<file path="config.mk">
export PLATFORM = sky130hd
export DESIGN_NAME = engine_lease_ownership_tracker
export DESIGN_NICKNAME = d
export VERILOG_FILES = /design/src/design/elot_pkg.sv /design/src/design/elot_ctrl.sv /design/src/design/elot_dp.sv /design/src/design/engine_lease_ownership_tracker.sv
export SDC_FILE = /design/constraint.sdc
export NUM_CORES = 1
export LEC_CHECK = 0
export BUFFER_PORTS_ARGS = -buffer_cell sky130_fd_sc_hd__buf_2
export CORE_MARGIN = 3
export CORE_UTILIZATION = 45
export CTS_BUF_LIST = sky130_fd_sc_hd__clkbuf_8
export CTS_CLUSTER_SIZE = 30
export DETAILED_ROUTE_END_ITERATION = 12
export PLACE_DENSITY_LB_ADDON = 0.15
export SYNTH_ARGS = -nofsm -noshare
export SYNTH_HDL_FRONTEND = slang
export SYNTH_SLANG_ARGS = --single-unit
</file>
<file path="constraint.sdc">
create_clock -name clk -period 18.6 [get_ports clk]
set_input_delay 5.58 -clock clk [delete_from_list [all_inputs] [get_ports clk]]
set_output_delay 5.58 -clock clk [all_outputs]
set_load 0.03 [all_outputs]
</file>
<file path="src/design/elot_pkg.sv">
// shared types and constants for the engine lease ownership tracker
package elot_pkg;

  localparam int unsigned Engines  = 4;
  localparam int unsigned IxW      = 2;
  localparam int unsigned GenW     = 32;
  localparam int unsigned OwnerW   = 32;
  localparam int unsigned KindW    = 3;
  localparam int unsigned InDataW  = 168;
  localparam int unsigned OutDataW = 104;

  localparam logic [23:0] TokMagic  = 24'hA54D;
  localparam logic [31:0] Ver1Exact = 32'h0000_0202;
  localparam logic [31:0] Ver2Mask  = 32'hFFFF_FFF0;
  localparam logic [31:0] Ver2Value = 32'h0225_2700;
  localparam logic [7:0]  Ver4LoA   = 8'h53;
  localparam logic [7:0]  Ver4LoB   = 8'h54;

  // operation codes carried on in_tuser
  typedef enum logic [KindW-1:0] {
    K_IDENT    = 3'd0,
    K_ACQUIRE  = 3'd1,
    K_COMPLETE = 3'd2,
    K_RELEASE  = 3'd3,
    K_ABORT    = 3'd4,
    K_QUERY    = 3'd5,
    K_REARM    = 3'd6,
    K_READ     = 3'd7
  } kind_t;

  // per-engine ownership record state
  typedef enum logic [2:0] {
    ST_DISABLED = 3'd0,
    ST_IDENT    = 3'd1,
    ST_LEASED   = 3'd2,
    ST_DONE     = 3'd3,
    ST_RELEASED = 3'd4,
    ST_QUAR     = 3'd5
  } eng_state_t;

  // commands from controller to datapath
  typedef struct packed {
    logic capture;
    logic commit;
  } elot_cmd_t;

endpackage

</file>
<file path="src/design/elot_ctrl.sv">
// handshake controller: one item in flight, result held in an output register
module elot_ctrl (
  input  logic             clk,
  input  logic             rst_n,
  input  logic             in_tvalid,
  output logic             in_tready,
  output logic             out_tvalid,
  input  logic             out_tready,
  output elot_pkg::elot_cmd_t cmd
);
  import elot_pkg::*;

  typedef enum logic {
    S_IDLE,
    S_EXEC
  } ctrl_state_t;

  ctrl_state_t state_r;
  logic        in_tready_r;
  logic        out_valid_r;
  logic        accept;
  logic        out_free;

  assign accept     = in_tvalid && in_tready_r;
  assign out_free   = !out_valid_r || out_tready;
  assign in_tready  = in_tready_r;
  assign out_tvalid = out_valid_r;

  // commands to the datapath
  always_comb begin
    cmd.capture = accept;
    cmd.commit  = (state_r == S_EXEC) && out_free;
  end

  // state and registered handshake outputs
  always_ff @(posedge clk) begin
    if (!rst_n) begin
      state_r     <= S_IDLE;
      in_tready_r <= 1'b0;
      out_valid_r <= 1'b0;
    end else begin
      unique case (state_r)
        S_IDLE: begin
          if (out_tready) out_valid_r <= 1'b0;
          if (accept) begin
            in_tready_r <= 1'b0;
            state_r     <= S_EXEC;
          end else begin
            // open the input once reset has been released
            in_tready_r <= 1'b1;
          end
        end
        S_EXEC: begin
          if (out_free) begin
            out_valid_r <= 1'b1;
            in_tready_r <= 1'b1;
            state_r     <= S_IDLE;
          end
        end
        default: state_r <= S_IDLE;
      endcase
    end
  end

endmodule

</file>
<file path="src/design/elot_dp.sv">
// datapath: engine records, shared slot, lease checks and result register
module elot_dp (
  input  logic                          clk,
  input  logic                          rst_n,
  input  elot_pkg::elot_cmd_t           cmd,
  input  logic [elot_pkg::KindW-1:0]    in_tuser,
  input  logic [elot_pkg::InDataW-1:0]  in_tdata,
  input  logic                          cfg_we,
  input  logic [elot_pkg::OwnerW-1:0]   cfg_wdata,
  output logic [elot_pkg::OutDataW-1:0] out_tdata
);
  import elot_pkg::*;

  // captured input beat
  kind_t        kind_r;
  logic [7:0]   eng_r;
  logic [31:0]  ver_r;
  logic [63:0]  tok_r;
  logic [31:0]  own_r;
  logic [31:0]  rsv_r;

  // configuration and records
  logic [OwnerW-1:0] owner_id_r;
  eng_state_t        st_r      [Engines];
  logic [GenW-1:0]   eng_gen_r [Engines];
  logic [GenW-1:0]   lease_gen_r [Engines];
  logic [31:0]       id_ver_r  [Engines];
  logic [2:0]        slot_eng_r;
  logic [GenW-1:0]   slot_gen_r;

  // result register
  logic         ok_r;
  logic [63:0]  tok_out_r;
  logic [31:0]  own_out_r;
  logic [2:0]   st_out_r;

  // decode
  logic          eng_valid;
  logic [IxW-1:0] ix;
  logic [7:0]    tok_eng;
  logic [GenW-1:0] tok_gen;
  logic [IxW-1:0] lix;
  logic          le_ok;
  logic          ver_ok;

  // actions
  logic [IxW-1:0] act_ix;
  logic           wr_st;
  eng_state_t     new_st;
  logic           do_bump;
  logic           do_clr_ver;
  logic           do_set_ver;
  logic           do_acq;
  logic           do_drop;
  logic           ok_c;
  logic [63:0]    tok_c;
  logic [31:0]    own_c;
  logic [2:0]     st_c;
  logic [GenW-1:0] gen_inc;

  assign eng_valid = (eng_r >= 8'd1) && (eng_r <= 8'(Engines));
  assign ix        = eng_r[IxW-1:0] - IxW'(1);
  assign tok_eng   = tok_r[7:0];
  assign tok_gen   = tok_r[39:8];
  assign lix       = tok_eng[IxW-1:0] - IxW'(1);

  // presented lease check
  assign le_ok = (own_r != '0) && (own_r == owner_id_r) && (rsv_r == '0) &&
                 (tok_r[63:40] == TokMagic) &&
                 (tok_eng >= 8'd1) && (tok_eng <= 8'(Engines)) &&
                 (tok_gen != '0) && (eng_gen_r[lix] == tok_gen) &&
                 (lease_gen_r[lix] == tok_gen);

  // fixed per-engine version rules; engine 3 never matches
  always_comb begin
    unique case (eng_r)
      8'd1:    ver_ok = (ver_r == Ver1Exact);
      8'd2:    ver_ok = ((ver_r & Ver2Mask) == Ver2Value);
      8'd4:    ver_ok = (ver_r[7:0] == Ver4LoA) || (ver_r[7:0] == Ver4LoB);
      default: ver_ok = 1'b0;
    endcase
  end

  // operation decode
  always_comb begin
    act_ix     = ix;
    wr_st      = 1'b0;
    new_st     = ST_DISABLED;
    do_bump    = 1'b0;
    do_clr_ver = 1'b0;
    do_set_ver = 1'b0;
    do_acq     = 1'b0;
    do_drop    = 1'b0;
    ok_c       = 1'b0;
    tok_c      = '0;
    own_c      = '0;
    st_c       = '0;
    unique case (kind_r)
      K_IDENT: begin
        if (eng_valid && (eng_r != 8'd3) &&
            ((st_r[ix] == ST_DISABLED) || (st_r[ix] == ST_RELEASED))) begin
          wr_st = 1'b1;
          if (ver_ok) begin
            new_st     = ST_IDENT;
            do_set_ver = 1'b1;
            ok_c       = 1'b1;
          end else begin
            new_st     = ST_QUAR;
            do_clr_ver = 1'b1;
            do_bump    = 1'b1;
          end
        end
      end
      K_ACQUIRE: begin
        if (((eng_r == 8'd1) || (eng_r == 8'd2)) && (st_r[ix] == ST_IDENT) &&
            (slot_eng_r == '0)) begin
          wr_st  = 1'b1;
          new_st = ST_LEASED;
          do_acq = 1'b1;
          ok_c   = 1'b1;
          tok_c  = {TokMagic, eng_gen_r[ix], eng_r};
          own_c  = owner_id_r;
        end
      end
      K_COMPLETE: begin
        act_ix = lix;
        if (le_ok && (st_r[lix] == ST_LEASED)) begin
          wr_st  = 1'b1;
          new_st = ST_DONE;
          ok_c   = 1'b1;
        end
      end
      K_RELEASE: begin
        act_ix = lix;
        if (le_ok && (st_r[lix] == ST_DONE)) begin
          wr_st      = 1'b1;
          new_st     = ST_RELEASED;
          do_drop    = 1'b1;
          do_clr_ver = 1'b1;
          do_bump    = 1'b1;
          ok_c       = 1'b1;
        end
      end
      K_ABORT: begin
        act_ix = lix;
        if (le_ok && (st_r[lix] == ST_LEASED)) begin
          wr_st      = 1'b1;
          new_st     = ST_QUAR;
          do_drop    = 1'b1;
          do_clr_ver = 1'b1;
          do_bump    = 1'b1;
          ok_c       = 1'b1;
        end
      end
      K_QUERY: begin
        ok_c = eng_valid && le_ok && (tok_eng == eng_r) && (st_r[ix] == ST_LEASED);
      end
      K_REARM: begin
        if (eng_valid && (st_r[ix] == ST_QUAR)) begin
          wr_st      = 1'b1;
          new_st     = ST_DISABLED;
          do_clr_ver = 1'b1;
          do_bump    = 1'b1;
          ok_c       = 1'b1;
        end
      end
      K_READ: begin
        if (eng_valid) begin
          st_c = st_r[ix];
          ok_c = 1'b1;
        end
      end
      default: ok_c = 1'b0;
    endcase
  end

  // generation bump skips zero on wrap
  always_comb begin
    gen_inc = eng_gen_r[act_ix] + GenW'(1);
    if (gen_inc == '0) gen_inc = GenW'(1);
  end

  // input capture
  always_ff @(posedge clk) begin
    if (cmd.capture) begin
      kind_r <= kind_t'(in_tuser);
      eng_r  <= in_tdata[7:0];
      ver_r  <= in_tdata[39:8];
      tok_r  <= in_tdata[103:40];
      own_r  <= in_tdata[135:104];
      rsv_r  <= in_tdata[167:136];
    end
  end

  // owner register
  always_ff @(posedge clk) begin
    if (!rst_n) begin
      owner_id_r <= OwnerW'(1);
    end else if (cfg_we) begin
      owner_id_r <= cfg_wdata;
    end
  end

  // engine records and shared slot
  always_ff @(posedge clk) begin
    if (!rst_n) begin
      for (int i = 0; i < Engines; i++) begin
        st_r[i]        <= ST_DISABLED;
        eng_gen_r[i]   <= GenW'(i + 1);
        lease_gen_r[i] <= '0;
        id_ver_r[i]    <= '0;
      end
      slot_eng_r <= '0;
      slot_gen_r <= '0;
    end else if (cmd.commit) begin
      if (wr_st) st_r[act_ix] <= new_st;
      if (do_set_ver) id_ver_r[act_ix] <= ver_r;
      if (do_clr_ver) id_ver_r[act_ix] <= '0;
      if (do_bump) begin
        eng_gen_r[act_ix]   <= gen_inc;
        lease_gen_r[act_ix] <= '0;
      end
      if (do_acq) begin
        lease_gen_r[act_ix] <= eng_gen_r[act_ix];
        slot_eng_r          <= eng_r[2:0];
        slot_gen_r          <= eng_gen_r[act_ix];
      end
      if (do_drop && (slot_eng_r == {1'b0, act_ix} + 3'd1) &&
          (slot_gen_r == eng_gen_r[act_ix])) begin
        slot_eng_r <= '0;
        slot_gen_r <= '0;
      end
    end
  end

  // result register
  always_ff @(posedge clk) begin
    if (cmd.commit) begin
      ok_r      <= ok_c;
      tok_out_r <= tok_c;
      own_out_r <= own_c;
      st_out_r  <= st_c;
    end
  end

  assign out_tdata = {4'b0, st_out_r, own_out_r, tok_out_r, ok_r};

endmodule

</file>
<file path="src/design/engine_lease_ownership_tracker.sv">
// Flow: an accepted beat is captured and the controller enters S_EXEC; the result is then
// registered and shown on out_t*. The controller holds one item at a time
// and the record update in the datapath commits only when the result register is free.
// A waiting result does not block the next input beat from being accepted.
// Reset (rst_n low, synchronous): all engines disabled, generations 1 to 4, owner_id 1,
// shared slot free, no result pending; in_tready rises in the cycle after release.
module engine_lease_ownership_tracker (
  input  logic         clk,
  input  logic         rst_n,
  input  logic         in_tvalid,
  output logic         in_tready,
  input  logic [167:0] in_tdata,   // engine, version_word, lease_token, lease_owner, lease_reserved
  input  logic [2:0]   in_tuser,   // kind
  output logic         out_tvalid,
  input  logic         out_tready,
  output logic [103:0] out_tdata,  // ok, token_out, owner_out, eng_state, zero fill
  input  logic         cfg_we,
  input  logic [31:0]  cfg_wdata   // owner_id
);
  import elot_pkg::*;

  elot_cmd_t cmd;

  // handshake controller
  elot_ctrl u_ctrl (
    .clk        (clk),
    .rst_n      (rst_n),
    .in_tvalid  (in_tvalid),
    .in_tready  (in_tready),
    .out_tvalid (out_tvalid),
    .out_tready (out_tready),
    .cmd        (cmd)
  );

  // records and lease logic
  elot_dp u_dp (
    .clk       (clk),
    .rst_n     (rst_n),
    .cmd       (cmd),
    .in_tuser  (in_tuser),
    .in_tdata  (in_tdata),
    .cfg_we    (cfg_we),
    .cfg_wdata (cfg_wdata),
    .out_tdata (out_tdata)
  );

endmodule

</file>
Word level (Yosys, flattened, before mapping)
Memory sizes are Yosys's and may differ from the RTL's.
Cells that the tools add are included.
{ "totals": {"register_bits": 341, "mem_bits_rw": 268, "inputBits": 208, "out_inout_bits": 106, "wordCells": 166, "n_memories": 3} }
{ "mem_list": {"columns": ["memory", "words", "width", "rd", "rd_clocked_by_memory_dff", "write_ports", "line", "source"], "rows": [
  ["u_dp.eng_gen_r", 4, 32, 3, 0, 4, "elot_dp.sv:25", "logic [GenW-1:0] eng_gen_r [Engines];"],
  ["u_dp.lease_gen_r", 4, 32, 1, 0, 4, "elot_dp.sv:26", "logic [GenW-1:0] lease_gen_r [Engines];"],
  ["u_dp.st_r", 4, 3, 2, 0, 4, "elot_dp.sv:24", "eng_state_t st_r [Engines];"]
]} }
{ "op_classes": {"addsub": 4, "magnitude_cmp": 4, "n_eq_ne": 30, "muxes": 61, "bitwise_logic": 2, "reduce_logical": 45} }
{ "ops": {"columns": ["op", "n"], "rows": [
  ["two-way mux 32 bit", 6],
  ["== test 32 bit", 4],
  ["zero test 32 bit", 2],
  ["nonzero test 32 bit", 2],
  ["OR reduction 32 bit", 2],
  ["two-way mux 56 bit", 1],
  ["adder 32 x 1 -> 32 bit, second input constant", 1],
  ["== test 32 x 10 -> 1 bit, second input constant", 1],
  ["two-way mux 1 bit", 32],
  ["== test 28 x 22 -> 1 bit, second input constant", 1],
  ["== test 24 x 16 -> 1 bit, second input constant", 1],
  ["logical AND 1 bit", 23],
  ["two-way mux 3 bit", 7],
  ["== test 3 bit, second input constant", 6],
  ["== test 8 x 7 -> 1 bit, second input constant", 2],
  ["greater-or-equal comparator 8 x 1 -> 1 bit, second input constant", 2],
  ["less-or-equal comparator 8 x 3 -> 1 bit, second input constant", 2],
  ["== test 3 x 2 -> 1 bit, second input constant", 5],
  ["one-hot mux 3 bit (5 select lines)", 1],
  ["two-way mux 2 bit", 6],
  ["zero test 3 bit", 3],
  ["== test 8 x 1 -> 1 bit, second input constant", 1],
  ["== test 8 x 2 -> 1 bit, second input constant", 1],
  ["== test 8 x 3 -> 1 bit, second input constant", 1],
  ["20 further kinds", 33]
]} }

Longest topological paths before layout
Gate-level depths: netlist (run 1).
{ "logic_depth": {"depth_word": 19, "ltp_mapped": 21, "mapped_depth_nobuf": 13} }

Cells and area by module
From an unflattened synthesis (run 1), not the netlist that was laid out.
{ "hier_totals": {"hier_cells": 2065, "area_unflattened_um2": 27219.9} }
{ "by_module_without_submodules": {"columns": ["mod", "instances", "cells_each", "area_per_inst_um2", "seq_area_each_um2"], "rows": [
  ["elot_dp", 1, 2053, 27093.5, 16836.1],
  ["elot_ctrl", 1, 12, 126.4, 60.1]
]} }

Worst setup path before layout (run 1)
Ideal clock, no wire load.
{ "synth_path": {"kind": "input-to-reg", "startpoint": "input out_tready", "endpoint": "memory u_dp.eng_gen_r[3][0] (enable)", "setup_time_ns": 0.511, "t_arrival_ns": 10.294, "t_required_ns": 18.089, "setup_slack_ns": 7.795, "stages": 5, "n_path_buf": 0, "path_cell_list": "nand2b_1 > nand2_1 > inv_2 > nand2_1 > o41ai_1"} }
{ "synth_lines": {"columns": ["item", "line", "source"], "rows": [
  ["start, declared", "engine_lease_ownership_tracker.sv:15", "input logic out_tready,"],
  ["end, declared", "elot_dp.sv:25", null]
]} }

==> results of run 1 <==
-- cell usage after synthesis (44+ instances only) --
master | count | share of area [%]
inv_1 | 66 | 0.88
buf_4 | 45 | 1.2
mux4_2 | 100 | 8.0
xnor2_1 | 74 | 2.3
nor3_1 | 77 | 1.4
mux2i_1 | 44 | 1.6
nand2_1 | 70 | 0.94
xor2_1 | 57 | 1.8
clkbuf_1 | 46 | 0.62
edfxtp_1 | 516 | 55
nor2_1 | 185 | 2.5
dfxtp_1 | 70 | 5.0
and2_1 | 67 | 1.5
nor4_1 | 54 | 1.2
nor2b_1 | 49 | 1.1
-- where the power goes --
part / internal [mW] / switching (mW)
Sequential: 1.48 / 0.0287
Combinational: 0.122 / 0.235
Clock: 0.596 / 0.536
-- worst reg2reg max path: cells and delay by family, from the launching register on --
family          cells  cell delay [ns]
flops               1             0.32
xor+xnor            1             0.26
simple gates        4             1.55
fa+ha+maj           1             0.81
mux                 1             0.52
compound gates      4             1.93
buf+inv             4             1.99
-- sequential cells by signal, summed over array words and instances (netlist names), 41 cells and up --
name and cells:
u_dp.tok_r 64, u_dp.lease_gen_r 128, u_dp.eng_gen_r 128, u_dp.tok_out_r 41
-- cell type report --
| class | count | area [um^2] | area share [%] |
|---|---|---|---|
| multi-input cells | 1261 | 10000 | 31.4 |
| clock inverters | 74 | 434 | 1.36 |
| clock buffers | 109 | 1500 | 4.71 |
| well taps | 828 | 1040 | 3.25 |
| inverters | 70 | 265 | 0.833 |
| repair buffers | 323 | 1690 | 5.31 |
| flip-flops and latches | 586 | 16900 | 53.1 |
| diodes | 3 | 7.51 | 0.0236 |
-- routing by layer --
metal / GRT usage [%] / wire (um) / vias to the layer above
met5: 0 / 0 / -
li1: - / - / 8335
met2: 41.5 / 40700 / 817
met3: 4.89 / 5770 / 135
met4: 8.98 / 2540 / 0
met1: 31.5 / 33100 / 9454
-- kinds of logic (layout without fill, tap and decap cells) --
group	Yosys count	count (layout)	synth area share, %
adders and majority gates	10	10	0.447
DFF	586	586	60.3
AOI/OAI and AO/OA	250	250	7.20
muxes	146	146	9.69
and+or+nand+nor	698	698	13.7
other	1	29	0.0134
xor gates and xnor gates	131	131	4.10
buffers and inverters	226	576	4.54
-- worst paths after layout --
check / startpoint / end / slack [ns] / depth (start not counted)
worst max-delay path: out_tready / u_dp.eng_gen_r[3][9]$_DFFE_PP_ / 10.51 / 8
worst min-delay path: u_dp.slot_gen_r[17]$_SDFFE_PN0P_ / u_dp.slot_gen_r[17]$_SDFFE_PN0P_ / 0.47 / 1
worst max register to register: u_dp.tok_r[0]$_DFFE_PP_ / u_dp.eng_gen_r[1][1]$_SDFFCE_PN1P_ / 10.94 / 15
worst min register to register: u_dp.slot_gen_r[17]$_SDFFE_PN0P_ / u_dp.slot_gen_r[17]$_SDFFE_PN0P_ / 0.47 / 1
-- cells in the final DEF (no fill, tap or decap), types with 44 or more instances in the layout --
cell type	instances
mux4_2	100
inv_1	92
clkbuf_8	109
nor3_1	77
nor4_1	54
edfxtp_1	516
nor2b_1	49
nor2_1	185
nand2_1	70
dfxtp_1	70
xor2_1	57
buf_2	293
mux2i_1	44
and2_1	66
xnor2_1	74
-- per-stage QoR --
step	util (%)	hold WS, ns	instance area [um^2]	setup WS, ns
6_report	52.3	0.466	31800	10.51
3_5_place_dp	49.1	0.455	29900	9.79
5_1_grt	52.3	0.493	31800	10.31
2_1_floorplan	-	0.435	28100	7.80
3_3_place_gp	49.1	0.448	29900	9.89
4_1_cts	52.3	0.469	31800	10.50
==> key figures, run 1 <==
Die
  • Boundary Pins: 314
  • Die Y-Extent: 256 um
  • Starting density of the core: between 40 and 50%
  • Die X: approximately 260 um
  • Die ar.: approximately 65000 um^2
  • Floorplan Core Area: 60900 um^2
  • Site row count: 90

Yosys
  • Sequential area share after synthesis: 60.3%
  • Post-synthesis async set-or-reset flop share: 0%
  • Yosys synthesis warning count: 0
  • Synth Register Bits: 586
  • Netlist cell types: 100
  • Number of enable-type register cells in the synthesized netlist: roughly 520
  • Gate Count Post-Synth: 2048
  • Post-synthesis instance area: 28000 um^2
  • Synthesized area divided by synthesized cell count: 13.7 um^2
  • Dominant register cell in the synthesized netlist: edfxtp_1

Min path
  • Tightest Hold Check Type: reg -> reg

Power and ir drop
  • Static leakage: 11.9 nW
  • Maximum ir drop on the vdd rail: 0.0000457 V
  • Power density cells: 94.2 nW/um^2
  • Final Total Pwr: around 3 mW

Placed design
  • Number of placed instances with taps included: between 3000 and 4000
  • Final HPWL DP: 54600 um
  • Number of port buffers: 293
  • Last weighted congestion value of the routability-driven placer: 0.876

Clock network
  • Clock root buffer master: clkbuf_8
  • Number of gates resized after CTS: 0
  • Post-CTS Setup Bufs: 0
  • TritonCTS clock tree: built
  • Inserted Clock Buffers: 99
  • Number of levels in the clock H-tree: 3
  • Maximum buffer depth of the clock tree: 3
  • CTS sink count: about 590
  • Hold-fix buffers, CTS: 0
  • Register clock-pin slew on the reported worst setup and hold paths: 0.06 ns
  • Latest clock arrival within the worst-skew pair: 0.70 ns

Global routing
  • Initial antenna violation count: 3
  • Via count of the first global-routing pass: 18800
  • Wire length of the first global-routing pass: 121000 um
  • GRT Residual Overflow: 0
  • Largest net degree at the start of global routing: between 90 and 100
  • Global router's overall resource usage: 24.6%

Critical path
  • Cell family contributing the most delay on the critical path: buffers and inverters
  • Data arrival time of the critical path: 8.40 ns
  • Standard cell with the maximum stage delay on the critical path: buf_4
  • Required @ worst endpoint: roughly 19 ns
  • WP buf/inv: 4
  • Delay of the slowest cell on the worst path: 0.60 ns
  • Critical Path Fanout Max: between 40 and 50
  • Path type of the worst setup path: in -> reg
  • Kind of launch point of the worst setup path: input pin
  • Ordered cell list for the critical path: buf_2, nand2b_1, nand2_1, inv_4, buf_4, nand2_1, o41ai_2, buf_4
  • Category of the worst setup path capture point: flip-flop

Layout
  • Layout cells sized above 1: 26.3%
  • Final-layout fill cell count: 5268
  • Total Nets Final: 2559
  • P&R area growth vs syn: 13.7%
  • Finished Layout Cells: between 3000 and 4000

Run status
  • Status: finished clean

Drt
  • Via density per instance: approximately 5.8
  • Initial DRC Count: 1769
  • ANT nets after route: 0
  • Sum of routed wire length over all layers: between 80000 and 90000 um
  • DR vias: between 15000 and 20000
  • Router iterations before antenna repair: 5
  • DRC Markers: 0
  • Wirelength per Cell: 25.2 um

Timing
  • Final number of hold-violating endpoints: 0
  • Minimum clock period after layout: roughly 8.1 ns
  • Max-slew headroom at the worst pin: 19.9%
  • Final number of max-transition violations: 0
  • Worst Tran Pin Value: 1.17 ns
  • Setup repair after global routing missed its margin: no
  • Clock tree skew after final layout: around 0.035 ns
  • Part of the cycle the worst path needs: roughly 44%
  • Total negative slack: 0 ns
  • Maximum clock frequency: 0.124 GHz
  • Endpoints failing setup: 0

Flow run
  • Number of maximum-capacitance constraint violations: 0
Power figures use the tool's default switching activity.
==> run 2: changes to the inputs <==
- clock period: 18.6 -> 8.2 ns (I/O delays scaled with it)
==> key figures, run 2 (synthesis gave the netlist of run 1 again) <==
Power and ir drop
  • Sw Share: 26.6% (about the same)
  • Clock network fraction of total power: 37.5% (-0.2 points)
  • Portion of total power attributed to sequential cells: 50.6% (+0.2 points)
  • Maximum ir drop on the vdd rail: 0.000103 V (+130%)
  • Internal Pwr Total: 4.98 mW (+130%)
  • Net load switching power: 1.81 mW (+130%)
  • Power density cells: 213 nW/um^2 (+130%)
  • Combinational power share: 11.9% (about the same)
  • Static leakage: 12.0 nW (+0.88%)

Min path
  • Hold Path End: u_dp.slot_gen_r[24]$_SDFFE_PN0P_
  • Instance count along the most critical hold path: 1 (unchanged)
  • Tightest Hold Check Type: reg -> reg
  • Startpoint of the tightest hold check path: u_dp.slot_gen_r[24]$_SDFFE_PN0P_

Timing
  • Total negative slack: 0 ns (unchanged)
  • Final number of hold-violating endpoints: 0 (unchanged)
  • Part of the cycle the worst path needs: between 70% and 80%
  • Max-slew headroom at the worst pin: 27.3% (+7.4 points)
  • Worst Tran Pin Value: 1.09 ns (-0.0848 ns)
  • Crit path setup slack, layout: 1.76 ns (-8.75 ns)
  • Endpoints failing setup: 0 (unchanged)
  • Maximum clock frequency: 0.155 GHz
  • Minimum clock period after layout: around 6.4 ns
  • Final number of max-transition violations: 0 (unchanged)
  • Setup repair after global routing missed its margin: no
  • Clock tree skew after final layout: 0.0511 ns (+0.0161 ns)

Drt
  • Router iterations before antenna repair: 5 (unchanged)
  • DRC Markers: 0 (unchanged)
  • Wirelength per Cell: 25.2 um (about the same)
  • Initial DRC Count: 1737 (-1.8%)
  • Via density per instance: 5.74 (-0.28%)
  • ANT nets after route: 0 (unchanged)
  • DR vias: 18700 (-0.032%)
  • Sum of routed wire length over all layers: 82300 um (+0.19%)

Layout
  • Leading cell type in the layout, fill and taps excluded: edfxtp_1
  • Layout cells sized above 1: 26.3% (about the same)
  • P&R area growth vs syn: 14.0%
  • Registers with the most flip-flops: u_dp.eng_gen_r (128), u_dp.lease_gen_r (128), u_dp.tok_r (64)
  • Post-route design area: 31900 um^2 (+0.24%)
  • Final-layout fill cell count: 5213 (-1.0%)
  • Commonest cells after routing, fill and taps aside: 516 x edfxtp_1, 293 x buf_2, 185 x nor2_1, 120 x clkbuf_8, 108 x inv_1
  • Total Nets Final: 2564 (+0.20%)

Critical path
  • Cell family contributing the most delay on the critical path: simple AND/OR/NAND/NOR gates
  • Data arrival time of the critical path: 6.84 ns (-1.56 ns)
  • Most numerous cell on the critical path: buf_4
  • Path type of the worst setup path: reg -> reg
  • Kind of launch point of the worst setup path: flip-flop
  • Ordered cell list for the critical path: and2b_1, o21ai_4, buf_4, a32oi_1, a22oi_2, ha_1, and4_1, nand4_1, or3_1, xor2_1, nor4bb_2, and3b_2, buf_4, nor3_1
  • Delay of the slowest cell on the worst path: 0.84 ns (+0.24 ns)
  • Critical Path Fanout Max: 39 (-11%)
  • Category of the worst setup path capture point: flip-flop
  • Required @ worst endpoint: 8.60 ns (-10.31 ns)
  • Endpoint of the worst register-to-register path: u_dp.eng_gen_r[0][3]$_SDFFCE_PN0P_
  • Standard cell with the maximum stage delay on the critical path: o21ai_4
  • Worst r2r path cells: 14 (-1)
  • WP buf/inv: 2 (-2)
  • Worst R2R Start: u_dp.kind_r[1]$_DFFE_PP_
  • Slack of the worst reg-to-reg path: 1.76 ns (-9.18 ns)

Clock network
  • Post-CTS Setup Bufs: 0 (unchanged)
  • Hold-fix buffers, CTS: 0 (unchanged)
  • Maximum buffer depth of the clock tree: 3 (unchanged)
  • Latest clock arrival within the worst-skew pair: 0.72 ns (+0.02 ns)
  • Inserted Clock Buffers: 101 (+2.0%)
  • Number of levels in the clock H-tree: 3 (unchanged)
  • Clock root buffer master: clkbuf_8
  • Number of gates resized after CTS: 0 (unchanged)
  • CTS sink count: 586 (unchanged)
  • TritonCTS clock tree: built
  • Register clock-pin slew on the reported worst setup and hold paths: 0.06 ns (about the same)

Flow run
  • Number of maximum-capacitance constraint violations: 0 (unchanged)

Global routing
  • Wire length of the first global-routing pass: 122000 um (+0.98%)
  • Initial antenna violation count: 5 (+2)
  • GRT Residual Overflow: 0 (unchanged)
  • Largest net degree at the start of global routing: 173 (+82%)
  • Met2 Resource Use GR: 40.0% (-1.5 points)
  • Gr busiest metal: met2
  • Via count of the first global-routing pass: 18800 (+0.12%)
  • Global router's overall resource usage: 24.8% (+0.20 points)
  • Met3 track demand over resource: 4.65% (-0.24 points)
  • Global routing met1 resource utilization: 32.5% (+0.96 points)

Die
  • Die ar.: 65300 um^2 (unchanged)
  • Floorplan Core Area: 60900 um^2 (unchanged)
  • Boundary Pins: 314 (unchanged)
  • Die X: 256 um (unchanged)
  • Site row count: 90 (unchanged)
  • Starting density of the core: 46.0% (unchanged)
  • Die Y-Extent: 256 um (unchanged)

Placed design
  • Last weighted congestion value of the routability-driven placer: 0.934 (+6.6%)
  • Total placed instance area: 29900 um^2 (+0.12%)
  • Pre-CTS WS: 1.93 ns (-7.86 ns)
  • Number of port buffers: 293 (unchanged)
  • Final HPWL DP: 56800 um (+4.0%)

Run status
  • Status: finished clean
-- run 2: cell count changes in the layout (fill, tap and decap cells not counted), sizes merged --
cell / change
inv: +15
clkinv: -14
clkbuf: +11
bufinv: -4
clkinvlp: -4
buf: +3
diode: +1
-- run 2: worst max path at each step --
| stage | from | to | slack, ns | depth (start not counted) |
|---|---|---|---|---|
| floorplan | out_tready | u_dp.eng_gen_r[3][0]$_DFFE_PP_ | 0.52 | 5 |
| global placement | u_dp.tok_r[0]$_DFFE_PP_ | u_dp.eng_gen_r[0][0]$_SDFFCE_PN1P_ | 1.98 | 14 |
| detailed placement | u_dp.kind_r[1]$_DFFE_PP_ | u_dp.eng_gen_r[1][4]$_SDFFCE_PN0P_ | 1.93 | 14 |
| CTS | u_dp.kind_r[1]$_DFFE_PP_ | u_dp.eng_gen_r[0][3]$_SDFFCE_PN0P_ | 1.91 | 14 |
| global route | u_dp.kind_r[0]$_DFFE_PP_ | u_dp.eng_gen_r[1][3]$_SDFFCE_PN0P_ | 1.44 | 12 |
| finish | u_dp.kind_r[1]$_DFFE_PP_ | u_dp.eng_gen_r[0][3]$_SDFFCE_PN0P_ | 1.76 | 14 |
-- run 2: area by class of cell --
cell class | instances | area, um^2 | share of cell area (%)
Tap cell | 828 | 1040 | 3.25
Clock inverter | 67 | 323 | 1.01
Multi-Input combinational cell | 1261 | 10000 | 31.4
Antenna cell | 4 | 10.0 | 0.0314
Inverter | 70 | 265 | 0.831
Sequential cell | 586 | 16900 | 52.9
Timing Repair Buffer | 326 | 1730 | 5.41
Clock buffer | 120 | 1650 | 5.17
-- run 2: worst register-to-register path, delay by kind of cell, from the launching register on --
family	cells	cell delay, ns
XOR/XNOR	1	0.31
adder cells (fa/ha/maj)	1	0.27
AND/OR/NAND/NOR	7	2.61
AO/OA/AOI/OAI	3	1.41
flip-flops	1	0.53
buffers and inverters	2	1.02
-- run 2: metrics by stage --
stage | util [%] | std cells | power [mW] | hold WS (ns)
floorplan | - | 2073 | 4.02 | 0.435
global placement | 49.1 | 3071 | 4.29 | 0.456
detailed placement | 49.1 | 3071 | 4.30 | 0.460
CTS | 52.4 | 3258 | 6.85 | 0.473
global route | 52.4 | 3260 | 7.05 | 0.485
finish | 52.4 | 3262 | 6.79 | 0.473
-- run 2: power groups by stage --
stage | registers (mW) | clock network, mW | logic [mW]
after floorplan | 3.52 | 0 | 0.497
after global placement | 3.49 | 0 | 0.798
after detailed placement | 3.50 | 0 | 0.802
after CTS | 3.43 | 2.61 | 0.807
after global routing | 3.44 | 2.75 | 0.856
final | 3.43 | 2.54 | 0.809
-- run 2: layer usage --
layer / routed length [um] / vias up
li1: - / 8360
met1: 33100 / 9386
met2: 39100 / 822
met3: 6120 / 165
met4: 3870 / 2
met5: 17 / -
